## src/rtl/gvd_pkg.sv

```systemverilog
// shared types, constants and helpers of the grouped varint delta decoder
`timescale 1ns / 1ps
package gvd_pkg;

  // field widths
  localparam int unsigned ByteW   = 8;
  localparam int unsigned CountW  = 31;
  localparam int unsigned PosW    = 48;
  localparam int unsigned ValueW  = 64;
  localparam int unsigned CtrlW   = 30;  // ten 3-bit size fields
  localparam int unsigned SlotW   = 4;
  localparam int unsigned SizeW   = 4;

  // defaults for the top level parameters
  localparam int unsigned GroupValues = 10;
  localparam int unsigned MaxGroup    = 10;
  localparam int unsigned MidDepth    = 4;
  localparam int unsigned OutDepth    = 2;

  // control word is four bytes long
  localparam logic [3:0] CtrlBytes = 4'd4;

  // completed payload handed from front to back
  typedef struct packed {
    logic [ValueW-1:0] delta;
    logic              first;
    logic              last;
    logic [PosW-1:0]   end_pos;
  } delta_rec_t;

  // finished result beat
  typedef struct packed {
    logic [ValueW-1:0] value;
    logic              last;
    logic [PosW-1:0]   end_pos;
  } result_t;

  // payload size (1 to 8) of a slot, slot taken modulo ten
  function automatic logic [SizeW-1:0] size_of_slot(input logic [CtrlW-1:0] cb,
                                                    input logic [SlotW-1:0] slot);
    logic [SlotW-1:0] s;
    logic [4:0]       shamt;
    logic [CtrlW-1:0] sh;
    s     = (slot >= 4'(MaxGroup)) ? slot - 4'(MaxGroup) : slot;
    shamt = {s, 1'b0} + {1'b0, s};
    sh    = cb >> shamt;
    return {1'b0, sh[2:0]} + 4'd1;
  endfunction

endpackage

```

## src/rtl/grouped_varint_delta_decoder_unit.sv

```systemverilog
// top level of the grouped varint delta decoder
//
// Input channel: one byte of a compressed run per beat, taken when push is
// high and full low. A beat with run_start_i high begins a run and carries
// its value count and start offset; it abandons any run in progress.
// Beats that arrive with no run open are dropped.
// Result channel: one decoded value per completed payload, shown while
// empty is low and taken when pop is high. The last value of a run has
// last_value_o set and end_position_o holding the byte position after it.
// Throughput is one byte per cycle while full is low. The front parser
// handles a byte in the cycle it is taken; the back stage adds the 64-bit
// delta as it moves from the middle queue into the result queue.
// When pop stays low the result queue fills, then the middle queue, and
// full rises once both are full; no beat is lost.
// Reset empties both queues and leaves the parser idle, waiting for a start.
`timescale 1ns / 1ps
module grouped_varint_delta_decoder_unit #(
  parameter int unsigned GROUP_VALUES = gvd_pkg::GroupValues,
  parameter int unsigned MID_DEPTH    = gvd_pkg::MidDepth,
  parameter int unsigned OUT_DEPTH    = gvd_pkg::OutDepth
) (
  input  logic                       clk_i,
  input  logic                       rst_ni,
  input  logic                       push,
  output logic                       full,
  input  logic [gvd_pkg::ByteW-1:0]  data_byte_i,
  input  logic                       run_start_i,
  input  logic [gvd_pkg::CountW-1:0] run_count_i,
  input  logic [gvd_pkg::PosW-1:0]   start_offset_i,
  output logic                       empty,
  input  logic                       pop,
  output logic [gvd_pkg::ValueW-1:0] decoded_value_o,
  output logic                       last_value_o,
  output logic [gvd_pkg::PosW-1:0]   end_position_o
);

  logic                accept;
  logic                rec_valid;
  logic                rec_pop;
  logic                rec_empty;
  gvd_pkg::delta_rec_t rec_in;
  gvd_pkg::delta_rec_t rec_out;
  logic [$bits(gvd_pkg::delta_rec_t)-1:0] rec_raw;
  gvd_pkg::result_t    res;

  assign accept = push && !full;

  // front: parse the byte stream
  gvd_front #(
    .GROUP_VALUES (GROUP_VALUES)
  ) u_front (
    .clk_i          (clk_i),
    .rst_ni         (rst_ni),
    .accept_i       (accept),
    .data_byte_i    (data_byte_i),
    .run_start_i    (run_start_i),
    .run_count_i    (run_count_i),
    .start_offset_i (start_offset_i),
    .rec_valid_o    (rec_valid),
    .rec_o          (rec_in)
  );

  // queue of completed deltas between front and back
  gvd_fifo #(
    .WIDTH ($bits(gvd_pkg::delta_rec_t)),
    .DEPTH (MID_DEPTH)
  ) u_mid_fifo (
    .clk_i   (clk_i),
    .rst_ni  (rst_ni),
    .push_i  (rec_valid),
    .wdata_i (rec_in),
    .pop_i   (rec_pop),
    .rdata_o (rec_raw),
    .full_o  (full),
    .empty_o (rec_empty)
  );

  assign rec_out = gvd_pkg::delta_rec_t'(rec_raw);

  // back: running sum and result queue
  gvd_back #(
    .OUT_DEPTH (OUT_DEPTH)
  ) u_back (
    .clk_i       (clk_i),
    .rst_ni      (rst_ni),
    .rec_empty_i (rec_empty),
    .rec_i       (rec_out),
    .rec_pop_o   (rec_pop),
    .pop_i       (pop),
    .empty_o     (empty),
    .res_o       (res)
  );

  assign decoded_value_o = res.value;
  assign last_value_o    = res.last;
  assign end_position_o  = res.end_pos;

endmodule

```

## src/rtl/gvd_fifo.sv

```systemverilog
// small register queue used between the decoder stages and at the output
`timescale 1ns / 1ps
module gvd_fifo #(
  parameter int unsigned WIDTH = 8,
  parameter int unsigned DEPTH = 2
) (
  input  logic             clk_i,
  input  logic             rst_ni,
  input  logic             push_i,
  input  logic [WIDTH-1:0] wdata_i,
  input  logic             pop_i,
  output logic [WIDTH-1:0] rdata_o,
  output logic             full_o,
  output logic             empty_o
);

  localparam int unsigned PtrW = (DEPTH > 1) ? $clog2(DEPTH) : 1;
  localparam int unsigned CntW = $clog2(DEPTH + 1);

  logic [WIDTH-1:0] mem_q [DEPTH];
  logic [PtrW-1:0]  wr_q, wr_d, rd_q, rd_d;
  logic [CntW-1:0]  cnt_q, cnt_d;
  logic             do_push, do_pop;

  // status and head beat
  assign full_o  = (cnt_q == CntW'(DEPTH));
  assign empty_o = (cnt_q == '0);
  assign rdata_o = mem_q[rd_q];
  assign do_push = push_i && !full_o;
  assign do_pop  = pop_i && !empty_o;

  // pointer and count update
  always_comb begin
    wr_d  = wr_q;
    rd_d  = rd_q;
    cnt_d = cnt_q;
    if (do_push) begin
      wr_d = (wr_q == PtrW'(DEPTH - 1)) ? '0 : wr_q + PtrW'(1);
    end
    if (do_pop) begin
      rd_d = (rd_q == PtrW'(DEPTH - 1)) ? '0 : rd_q + PtrW'(1);
    end
    if (do_push && !do_pop) begin
      cnt_d = cnt_q + CntW'(1);
    end else if (do_pop && !do_push) begin
      cnt_d = cnt_q - CntW'(1);
    end
  end

  always_ff @(posedge clk_i or negedge rst_ni) begin
    if (!rst_ni) begin
      wr_q  <= '0;
      rd_q  <= '0;
      cnt_q <= '0;
    end else begin
      wr_q  <= wr_d;
      rd_q  <= rd_d;
      cnt_q <= cnt_d;
    end
  end

  // storage, no reset
  always_ff @(posedge clk_i) begin
    if (do_push) begin
      mem_q[wr_q] <= wdata_i;
    end
  end

endmodule

```

## src/rtl/gvd_front.sv

```systemverilog
// byte parser: control words, payload bytes, run bookkeeping
`timescale 1ns / 1ps
module gvd_front #(
  parameter int unsigned GROUP_VALUES = gvd_pkg::GroupValues
) (
  input  logic                          clk_i,
  input  logic                          rst_ni,
  input  logic                          accept_i,
  input  logic [gvd_pkg::ByteW-1:0]     data_byte_i,
  input  logic                          run_start_i,
  input  logic [gvd_pkg::CountW-1:0]    run_count_i,
  input  logic [gvd_pkg::PosW-1:0]      start_offset_i,
  output logic                          rec_valid_o,
  output gvd_pkg::delta_rec_t           rec_o
);

  logic                          busy_q, busy_d, e_busy;
  logic                          incw_q, incw_d, e_incw;
  logic                          first_q, first_d, e_first;
  logic [gvd_pkg::CtrlW-1:0]     cb_q, cb_d, e_cb;
  logic [2:0]                    bi_q, bi_d, e_bi;
  logic [gvd_pkg::SizeW-1:0]     ps_q, ps_d, e_ps;
  logic [gvd_pkg::ValueW-1:0]    da_q, da_d, e_da;
  logic [gvd_pkg::SlotW-1:0]     gs_q, gs_d, e_gs;
  logic [gvd_pkg::CountW-1:0]    vl_q, vl_d, e_vl;
  logic [gvd_pkg::PosW-1:0]      pos_q, pos_d, e_pos;

  logic                          fresh;
  logic [3:0]                    nxt;
  logic [31:0]                   cb_word;
  logic [gvd_pkg::ValueW-1:0]    da_new;
  logic [gvd_pkg::SlotW-1:0]     gs_n;

  // a start beat reloads the run state before the byte is parsed
  assign fresh   = accept_i && run_start_i;
  assign e_busy  = fresh ? (run_count_i != '0) : busy_q;
  assign e_incw  = fresh ? 1'b1 : incw_q;
  assign e_first = fresh ? 1'b1 : first_q;
  assign e_cb    = fresh ? '0 : cb_q;
  assign e_bi    = fresh ? '0 : bi_q;
  assign e_ps    = fresh ? '0 : ps_q;
  assign e_da    = fresh ? '0 : da_q;
  assign e_gs    = fresh ? '0 : gs_q;
  assign e_vl    = fresh ? run_count_i : vl_q;
  assign e_pos   = fresh ? start_offset_i : pos_q;

  // per byte parsing
  always_comb begin
    busy_d  = e_busy;
    incw_d  = e_incw;
    first_d = e_first;
    cb_d    = e_cb;
    bi_d    = e_bi;
    ps_d    = e_ps;
    da_d    = e_da;
    gs_d    = e_gs;
    vl_d    = e_vl;
    pos_d   = e_pos;
    nxt     = {1'b0, e_bi} + 4'd1;
    cb_word = {2'b00, e_cb} | ({24'd0, data_byte_i} << {e_bi[1:0], 3'b000});
    da_new  = e_da | ({56'd0, data_byte_i} << {e_bi, 3'b000});
    gs_n    = e_gs + gvd_pkg::SlotW'(1);
    rec_valid_o   = 1'b0;
    rec_o.delta   = da_new;
    rec_o.first   = e_first;
    rec_o.last    = 1'b0;
    rec_o.end_pos = '0;
    if (accept_i && e_busy) begin
      pos_d = e_pos + gvd_pkg::PosW'(1);
      if (e_incw) begin
        cb_d = cb_word[gvd_pkg::CtrlW-1:0];
        if (nxt >= gvd_pkg::CtrlBytes) begin
          incw_d = 1'b0;
          bi_d   = '0;
          gs_d   = '0;
          ps_d   = gvd_pkg::size_of_slot(cb_word[gvd_pkg::CtrlW-1:0], '0);
        end else begin
          bi_d = nxt[2:0];
        end
      end else if (nxt < {1'b0, e_ps[2:0]} + {3'd0, e_ps[3]} * 4'd8) begin
        da_d = da_new;
        bi_d = nxt[2:0];
      end else begin
        // payload complete: hand the delta to the back stage
        rec_valid_o = 1'b1;
        first_d     = 1'b0;
        da_d        = '0;
        bi_d        = '0;
        vl_d        = e_vl - gvd_pkg::CountW'(1);
        if (vl_d == '0) begin
          rec_o.last    = 1'b1;
          rec_o.end_pos = pos_d;
          busy_d = 1'b0;
          incw_d = 1'b1;
          cb_d   = '0;
          gs_d   = '0;
          ps_d   = '0;
        end else if (gs_n >= gvd_pkg::SlotW'(GROUP_VALUES)) begin
          incw_d = 1'b1;
          cb_d   = '0;
          gs_d   = '0;
          ps_d   = '0;
        end else begin
          gs_d = gs_n;
          ps_d = gvd_pkg::size_of_slot(e_cb, gs_n);
        end
      end
    end
  end

  always_ff @(posedge clk_i or negedge rst_ni) begin
    if (!rst_ni) begin
      busy_q  <= 1'b0;
      incw_q  <= 1'b1;
      first_q <= 1'b0;
      cb_q    <= '0;
      bi_q    <= '0;
      ps_q    <= '0;
      da_q    <= '0;
      gs_q    <= '0;
      vl_q    <= '0;
      pos_q   <= '0;
    end else if (accept_i) begin
      busy_q  <= busy_d;
      incw_q  <= incw_d;
      first_q <= first_d;
      cb_q    <= cb_d;
      bi_q    <= bi_d;
      ps_q    <= ps_d;
      da_q    <= da_d;
      gs_q    <= gs_d;
      vl_q    <= vl_d;
      pos_q   <= pos_d;
    end
  end

endmodule

```

## src/rtl/gvd_back.sv

```systemverilog
// delta summation into the running value and result queue
`timescale 1ns / 1ps
module gvd_back #(
  parameter int unsigned OUT_DEPTH = gvd_pkg::OutDepth
) (
  input  logic                        clk_i,
  input  logic                        rst_ni,
  input  logic                        rec_empty_i,
  input  gvd_pkg::delta_rec_t         rec_i,
  output logic                        rec_pop_o,
  input  logic                        pop_i,
  output logic                        empty_o,
  output gvd_pkg::result_t            res_o
);

  logic [gvd_pkg::ValueW-1:0] sum_q, sum_d;
  logic                       out_full;
  gvd_pkg::result_t           res_in;
  logic [$bits(gvd_pkg::result_t)-1:0] res_raw;

  // take a delta whenever the result queue has room
  assign rec_pop_o = !rec_empty_i && !out_full;

  // a run restarts the sum from zero
  always_comb begin
    sum_d = (rec_i.first ? '0 : sum_q) + rec_i.delta;
    res_in.value   = sum_d;
    res_in.last    = rec_i.last;
    res_in.end_pos = rec_i.end_pos;
  end

  always_ff @(posedge clk_i) begin
    if (rec_pop_o) begin
      sum_q <= sum_d;
    end
  end

  gvd_fifo #(
    .WIDTH ($bits(gvd_pkg::result_t)),
    .DEPTH (OUT_DEPTH)
  ) u_out_fifo (
    .clk_i   (clk_i),
    .rst_ni  (rst_ni),
    .push_i  (rec_pop_o),
    .wdata_i (res_in),
    .pop_i   (pop_i),
    .rdata_o (res_raw),
    .full_o  (out_full),
    .empty_o (empty_o)
  );

  assign res_o = gvd_pkg::result_t'(res_raw);

endmodule

```

## config.mk

```make
export PLATFORM = sky130hd
export DESIGN_NAME = grouped_varint_delta_decoder_unit
export DESIGN_NICKNAME = d
export VERILOG_FILES = /design/src/rtl/gvd_pkg.sv /design/src/rtl/grouped_varint_delta_decoder_unit.sv /design/src/rtl/gvd_fifo.sv /design/src/rtl/gvd_front.sv /design/src/rtl/gvd_back.sv
export SDC_FILE = /design/constraint.sdc
export NUM_CORES = 1
export LEC_CHECK = 0
export BUFFER_PORTS_ARGS = -buffer_cell sky130_fd_sc_hd__buf_2
export CORE_MARGIN = 5
export CORE_UTILIZATION = 56
export CTS_CLUSTER_DIAMETER = 40
export DETAILED_ROUTE_END_ITERATION = 16
export PLACE_DENSITY = 0.8
export SYNTH_ARGS = -nofsm -noshare
export SYNTH_HDL_FRONTEND = slang
export SYNTH_SLANG_ARGS = --single-unit
```

## constraint.sdc

```tcl
create_clock -name clk_i -period 13.7 [get_ports clk_i]
set_input_delay 0.685 -clock clk_i [delete_from_list [all_inputs] [get_ports clk_i]]
set_output_delay 0.685 -clock clk_i [all_outputs]
set_load 0.03 [all_outputs]
```

# ---- Yosys cells after proc, flatten, opt, wreduce, memory -nomap -nowiden
# Memory sizes are Yosys's and may differ from the RTL's.
# Index checks and enable logic that the tools add are counted.
dict set report classes {
  n_mux 72
  bitwise_logic 2
  n_shift 3
  reduce_logical 26
  eq_ne 4
  order_cmp 3
  add_sub_neg 18
}
# operator count
set op_table {}
lappend op_table {{$mux 64} 5}
lappend op_table {{$mux 49} 4}
lappend op_table {{$mux 30} 6}
lappend op_table {{$mux 31} 4}
lappend op_table {{$mux 48} 2}
lappend op_table {{$add 64x64->64} 1}
lappend op_table {{$or 64x64->64} 1}
lappend op_table {{$shl 8x6->64} 1}
lappend op_table {{$mux 4} 15}
lappend op_table {{$add 48x1->48 const B} 1}
lappend op_table {{$logic_not 31->1} 1}
lappend op_table {{$reduce_bool 31->1} 1}
lappend op_table {{$sub 31x1->31 const B} 1}
lappend op_table {{$or 30x30->30} 1}
lappend op_table {{$shl 8x5->30} 1}
lappend op_table {{$shr 30x5->3} 1}
lappend op_table {{$mux 1} 25}
lappend op_table {{$mux 3} 7}
lappend op_table {{$add 3x1->4 const B} 3}
lappend op_table {{$logic_and 1x1->1} 12}
lappend op_table {{$logic_not 1->1} 8}
lappend op_table {{$mux 2} 4}
lappend op_table {{$add 2x1->2 const B} 3}
lappend op_table {{$eq 2x2->1 const B} 3}
lappend op_table {{other kinds (15)} 17}
dict set report totals {
  output_inout_bits 115
  ram_bits 682
  word_cells 147
  memories 2
  input_bits 92
  register_bits 262
}
# name words word_bits read_ports rd_ports_with_merged_regs wr line_no
set mem_list {}
lappend mem_list {u_mid_fifo.mem_q 4 114 1 0 1 gvd_fifo.sv:20} ;# logic [WIDTH-1:0] mem_q [DEPTH];
lappend mem_list {u_back.u_out_fifo.mem_q 2 113 1 0 1 gvd_fifo.sv:20}

# ---- Longest topological paths before layout
dict set report logic_depth {
  ltp_word 16
  mapped_depth 30
}

# ---- Modules after synthesis
# Synthesis repeated with hierarchy kept, for this count alone.
dict set report unflattened {
  cells_unflattened 3279
  area_unflattened_um2 45417.3
}
# module cells_per_inst area_per_inst_um2 instances
set by_module_without_submodules {}
lappend by_module_without_submodules {{gvd_fifo (u_mid_fifo)} 633 16858.7 1}
lappend by_module_without_submodules {gvd_front 1568 13789.5 1}
lappend by_module_without_submodules {{gvd_fifo (u_back.u_out_fifo)} 371 8599.5 1}
lappend by_module_without_submodules {gvd_back 706 6155.9 1}
lappend by_module_without_submodules {grouped_varint_delta_decoder_unit 1 13.8 1}

# ---- Worst setup path before layout
# OpenSTA, ideal clock, no wires.
dict set report synth_path {
  path_type {register to register}
  from {reg u_mid_fifo.cnt_q[0]}
  to {mem u_mid_fifo.mem_q[3][0] (netlist name) (enable)}
  path_stages_with_launch 22
  arrival_time_ns 6.699
  n_path_buf 11
  path_slack_ns 6.514
  required_time_ns 13.214
  path_cell_list {dfrtp_1 or3b_1 buf_2 nand3_4 buf_6 buf_4 buf_2 buf_2 buf_2 buf_2 buf_2 clkbuf_1 nand2_1 ha_1 a21o_1 a21o_1 a21oi_1 or2_1 inv_1 buf_2 buf_1 and2_1}
}
dict set report synth_via {
  elab_chain_len 13
}
# item line_no
set synth_rtl {}
lappend synth_rtl {{start, declared} gvd_fifo.sv:22} ;# logic [CntW-1:0] cnt_q, cnt_d;
lappend synth_rtl {{start signal, assigned} gvd_fifo.sv:58} ;# cnt_q <= cnt_d;
lappend synth_rtl {{$eq 3x3->1 (*)} gvd_fifo.sv:26} ;# assign full_o = (cnt_q == CntW'(DEPTH));
lappend synth_rtl {{$logic_not 1->1 (*)} {grouped_varint_delta_decoder_unit.sv:46, gvd_fifo.sv:29}}
lappend synth_rtl {{$logic_and 1x1->1} grouped_varint_delta_decoder_unit.sv:46} ;# assign accept = push && !full;
lappend synth_rtl {{$logic_and 1x1->1} gvd_front.sv:35} ;# assign fresh = accept_i && run_start_i;
lappend synth_rtl {{$mux 4 or $mux 3 (tied branches)} {gvd_front.sv:41, gvd_front.sv:40}}
lappend synth_rtl {{$add 3x4->4 or $add 3x1->4 (tied branches)} {gvd_front.sv:80, gvd_front.sv:59}}
lappend synth_rtl {{$lt 4x4->1} gvd_front.sv:80} ;# end else if (nxt < {1'b0, e_ps[2:0]} + {3'd0, e_ps[3]} * 4'd8) begin
lappend synth_rtl {{$mux 1} gvd_front.sv:80}
lappend synth_rtl {{$mux 1} gvd_front.sv:70} ;# if (e_incw) begin
lappend synth_rtl {{$mux 1} gvd_front.sv:68} ;# if (accept_i && e_busy) begin
lappend synth_rtl {{$logic_and 1x1->1 (*)} gvd_fifo.sv:29} ;# assign do_push = push_i && !full_o;
lappend synth_rtl {{net u_mid_fifo.do_push} gvd_fifo.sv:23} ;# logic do_push, do_pop;
lappend synth_rtl {{$mux 1 (*)} gvd_fifo.sv:64} ;# if (do_push) begin
lappend synth_rtl {{$mux 1 (not written as such) (*)} gvd_fifo.sv:65} ;# mem_q[wr_q] <= wdata_i;
lappend synth_rtl {{end, declared} gvd_fifo.sv:20}
# The timed path passes the listed nets; every way through them passes the cells marked *.

# ---- Worst setup path after layout
dict set report layout_path {
  from {reg u_mid_fifo.rd_q[0]}
  to {reg u_back.sum_q[60] (netlist name), data pin}
}
dict set report layout_via {
  elab_chain_len 3
}
# item line_no
set layout_rtl {}
lappend layout_rtl {{start, declared} gvd_fifo.sv:21} ;# logic [PtrW-1:0] wr_q, wr_d, rd_q, rd_d;
lappend layout_rtl {{start signal, assigned} gvd_fifo.sv:57} ;# rd_q <= rd_d;
lappend layout_rtl {{$mem_v2 4x114 (*)} n/a}
lappend layout_rtl {{$mux 64} gvd_back.sv:26} ;# sum_d = (rec_i.first ? '0 : sum_q) + rec_i.delta;
lappend layout_rtl {{$add 64x64->64 (*)} gvd_back.sv:26}
lappend layout_rtl {{net u_back.sum_d (one bit)} gvd_back.sv:16} ;# logic [gvd_pkg::ValueW-1:0] sum_q, sum_d;
lappend layout_rtl {{end signal, assigned} gvd_back.sv:34} ;# sum_q <= sum_d;
lappend layout_rtl {{end, declared} gvd_back.sv:16}
# Marked as above.
# A chain may end at the register's enable or synchronous reset.

==> metrics.md <==
| Metric | Value |
|---|---|
| Filler Cells Inserted | `5574` |
| Count of final max-slew check failures | `0` |
| Minimum clock period after layout | `6.39 ns` |
| Compound-Gate Fraction of Synth Area | `9.14%` |
| Global routing usage summed across all routing layers | `25.1%` |
| Dominant register cell in the synthesized netlist | `edfxtp_1` |
| Post-synthesis mux area share | `11.5%` |
| Post-Route Setup TNS | `0 ns` |
| Status | `finished clean` |
| Largest net degree at the start of global routing | `148` |
| Cell leakage power | `0.0187 uW` |
| Post-synthesis adder-cell area fraction | `2.50%` |
| Setup violations, final | `0` |
| Share of synthesized cell area in and, or, nand and nor gates | `8.87%` |
| Area Growth Syn to Fin | `13.3%` |
| Final Hold Slack | `0.257 ns` |
| Share of the synthesized area in the top cell type | `50.4%` |
| Vertical die dimension | `292 um` |
| Synthesis Warnings | `0` |
| Average cell area after synthesis | `13.7 sq um` |
| Count of standard-cell rows | `103` |
| Mapped cell area | `0.0445 sq mm` |
| Reg2reg end | `u_back.sum_q[60]` |
| Worst-path maximum fanout | `39` |
| Total congestion overflow after global routing | `0` |
| Final period util | `46.6%` |
| Nature of the critical path endpoint | `flip-flop` |
| Critical Setup Path Class | `flip-flop to flip-flop` |
| Synth Area in XOR/XNOR | `4.00%` |
| Area used by multi-input combinational logic | `0.0161 sq mm` |
| Register area share after synthesis | `61.5%` |
| Sinks on Clock Net | `944` |
| Cell accounting for the most synthesized area | `edfxtp_1` |
| Final Wtd Congestion | `0.915` |
| Critical Path AT | `6.89 ns` |
| Worst Setup EP | `u_back.sum_q[60]` |
| Worst VDD drop | `0.000149 V` |
| Register Area | `0.0274 sq mm` |
| FF-to-FF Start | `u_mid_fifo.rd_q[0]` |
| Number of buffers added on ports | `206` |
| Routed wire length | `109000 um` |
| Synth top area cells | `edfxtp_1 50%, dfrtp_1 11%, mux4_2 6.2%, mux2_2 3.2%, ha_1 2.4%` |
| Net total in the final layout | `3614` |
| Pin slew with the least headroom to its limit | `1.16 ns` |
| Number of buffers added to fix hold violations after cts | `1` |
| Vias per inst | `6.27` |
| Boundary pin count | `207` |
| CTS-repair resized insts | `0` |
| Final hold violation count | `0` |
| Unrepaired setup endpoints after global routing | `no` |
| Launch point of the worst path | `u_mid_fifo.rd_q[0]` |
| Synthesized netlist cell count | `3257` |
| Core Area | `0.0789 sq mm` |
| CP Data Required Time | `14.20 ns` |
| Post-CTS setup-driven buffer insertion count | `0` |
| Main combinational cell family by area after synthesis | `multiplexers` |
| Max Clk Rate | `157 MHz` |
| Maximum clock insertion buffer count | `3` |
| Number of distinct standard cells referenced by the synthesized netlist | `88` |
| DRC marker count from the first detailed-route iteration | `2849` |
| Fraction of final layout cells with drive strength greater than 1 | `21.1%` |
| Most numerous cell in the Yosys netlist | `edfxtp_1` |
| Global-route wire length before repair | `169000 um` |
| Starting utilization of the core area | `56.4%` |
| Post-synth EDFFs | `746` |
| Number of detailed-routing iterations run before antenna repair | `8` |
| Worst-Skew Late Latency | `0.71 ns` |
| Worst Clk Skew | `0.0675 ns` |
| Clk pin slew, worst setup/hold paths | `0.06 ns` |
| Slew margin rel. | `22.6%` |
| Share of async-settable or async-resettable flops after synthesis | `21.0%` |
| Total Die Area | `0.0852 sq mm` |
| Top cells by count, synth | `746 x edfxtp_1, 207 x nand2_1, 202 x nor2_1` |
| Pwr per Cell Area | `245 mW/mm^2` |
| Vias in the first global route | `29620` |
| TritonCTS buffer count | `116` |
| Via count | `28850` |
| Post-DRT Antenna Nets | `0` |
| Register bit count reported by yosys | `944` |
| Horizontal extent of the die | `292 um` |
| Worst Setup Start Kind | `flip-flop` |
| Reg2reg setup slack | `7.31 ns` |
| CTS HTree Levels | `3` |
| Depth of the worst register-to-register path | `15` |
| Placed wire-length estimate | `67600 um` |
| TritonCTS clock tree | `yes` |
| Number of antenna violations at the first check in global routing | `8` |
| Number of violations of the max-capacitance limit | `0` |
| DRC | `0` |
| Net count after synthesis | `3436` |
| Drt wl/cell | `23.6 um` |
| Hold Crit Class | `input pin to flip-flop` |
| Cell chosen for the clock root | `clkbuf_16` |
cell families (layout without fill, tap and decap cells):
group	count (synthesis)	after routing
XOR/XNOR	203	203
AND/OR/NAND/NOR	801	801
flip-flops	944	944
multiplexers	342	342
other	0	10
adder cells (fa/ha/maj)	87	87
AO/OA/AOI/OAI	616	616
buffers and inverters	264	546
layout by cell type, fill, tap and decap left out, types with 52 or more instances in the layout:
| cell | synthesis | layout |
|---|---|---|
| nand2_1 | 207 | 207 |
| ha_1 | 84 | 84 |
| xor2_1 | 88 | 88 |
| o21ai_0 | 137 | 137 |
| xnor2_1 | 115 | 115 |
| a22oi_1 | 52 | 52 |
| mux4_2 | 123 | 123 |
| mux2_2 | 126 | 126 |
| dfrtp_1 | 197 | 194 |
| edfxtp_1 | 746 | 746 |
| inv_1 | 78 | 77 |
| nor3_1 | 70 | 70 |
| nor2b_1 | 74 | 74 |
| nand3_1 | 64 | 64 |
| mux2i_1 | 92 | 92 |
| nor2_1 | 202 | 200 |
| a21oi_1 | 134 | 134 |
| buf_2 | 19 | 205 |
| clkbuf_16 | 0 | 116 |
power breakdown:
part,switching (uW),total (uW),internal [uW]
Combinational,3010,4710,1700
Sequential,358,4550,4200
Clock,1310,3060,1750
critical path: stages (launching register included):
cell and delay (ns):
dfrtp_4 0.71, buf_4 0.64, buf_4 0.76, mux4_2 0.63, ha_1 0.27, a2111oi_0 0.42
inv_1 0.10, o211ai_1 0.29, nor3_1 0.11, o211ai_1 0.49, o21ai_0 0.26, a41o_1 0.37
a21boi_0 0.49, o21a_1 0.27, o21ai_0 0.13, xnor2_1 0.26
flip-flops by register name (all words and copies together), names as in the netlist, 2 cells and up:
register	cells
u_front.vl_q	31
u_back.u_out_fifo.mem_q	226
u_front.gs_q	4
u_front.ps_q	4
u_front.bi_q	3
u_mid_fifo.mem_q	456
u_mid_fifo.cnt_q	3
u_front.da_q	64
u_mid_fifo.rd_q	2
u_back.sum_q	64
u_front.cb_q	30
u_mid_fifo.wr_q	2
u_front.pos_q	48
u_back.u_out_fifo.cnt_q	2
worst min-delay path by stage:
stage,start,end,slack [ns],depth (start not counted)
after global routing,run_count_i[27],u_front.vl_q[27],0.25,3
final,run_count_i[27],u_front.vl_q[27],0.26,3
after CTS,run_count_i[27],u_front.vl_q[27],0.23,3
after global placement,u_front.da_q[11],u_front.da_q[11],0.46,2
after floorplan,rst_ni,u_back.u_out_fifo.cnt_q[0],0.39,0
after detailed placement,u_front.da_q[26],u_front.da_q[26],0.48,2
stage by stage:
step | util (%) | cells | instance area (sq um) | setup WS (ns) | power (uW)
2_1_floorplan | - | 3257 | 44500 | 6.51 | 7990
3_3_place_gp | 58.8 | 4366 | 46400 | 7.28 | 9140
3_5_place_dp | 58.8 | 4366 | 46400 | 7.17 | 9260
4_1_cts | 63.9 | 4589 | 50400 | 7.19 | 12400
5_1_grt | 63.9 | 4594 | 50400 | 6.63 | 13000
6_report | 63.9 | 4599 | 50400 | 7.31 | 12300
per-layer routing:
layer | share of wire [%] | up-vias | GRT usage (%)
met5 | 0.019 | - | 0
met3 | 8.3 | 283 | 4.55
met1 | 39 | 14275 | 33.5
li1 | - | 12807 | -
met2 | 49 | 1481 | 41.7
met4 | 3.8 | 4 | 9.77
area by class of cell:
cell class / count / share of cell area, %
clock buffer: 136 / 6.03
timing repair buffer: 243 / 2.64
inverter: 81 / 0.606
antenna: 10 / 0.0496
clock inverter: 86 / 1.92
multi-input combinational: 2049 / 31.9
tap: 1050 / 2.61
sequential: 944 / 54.3
No activity file was read; power rests on OpenSTA's default activity.
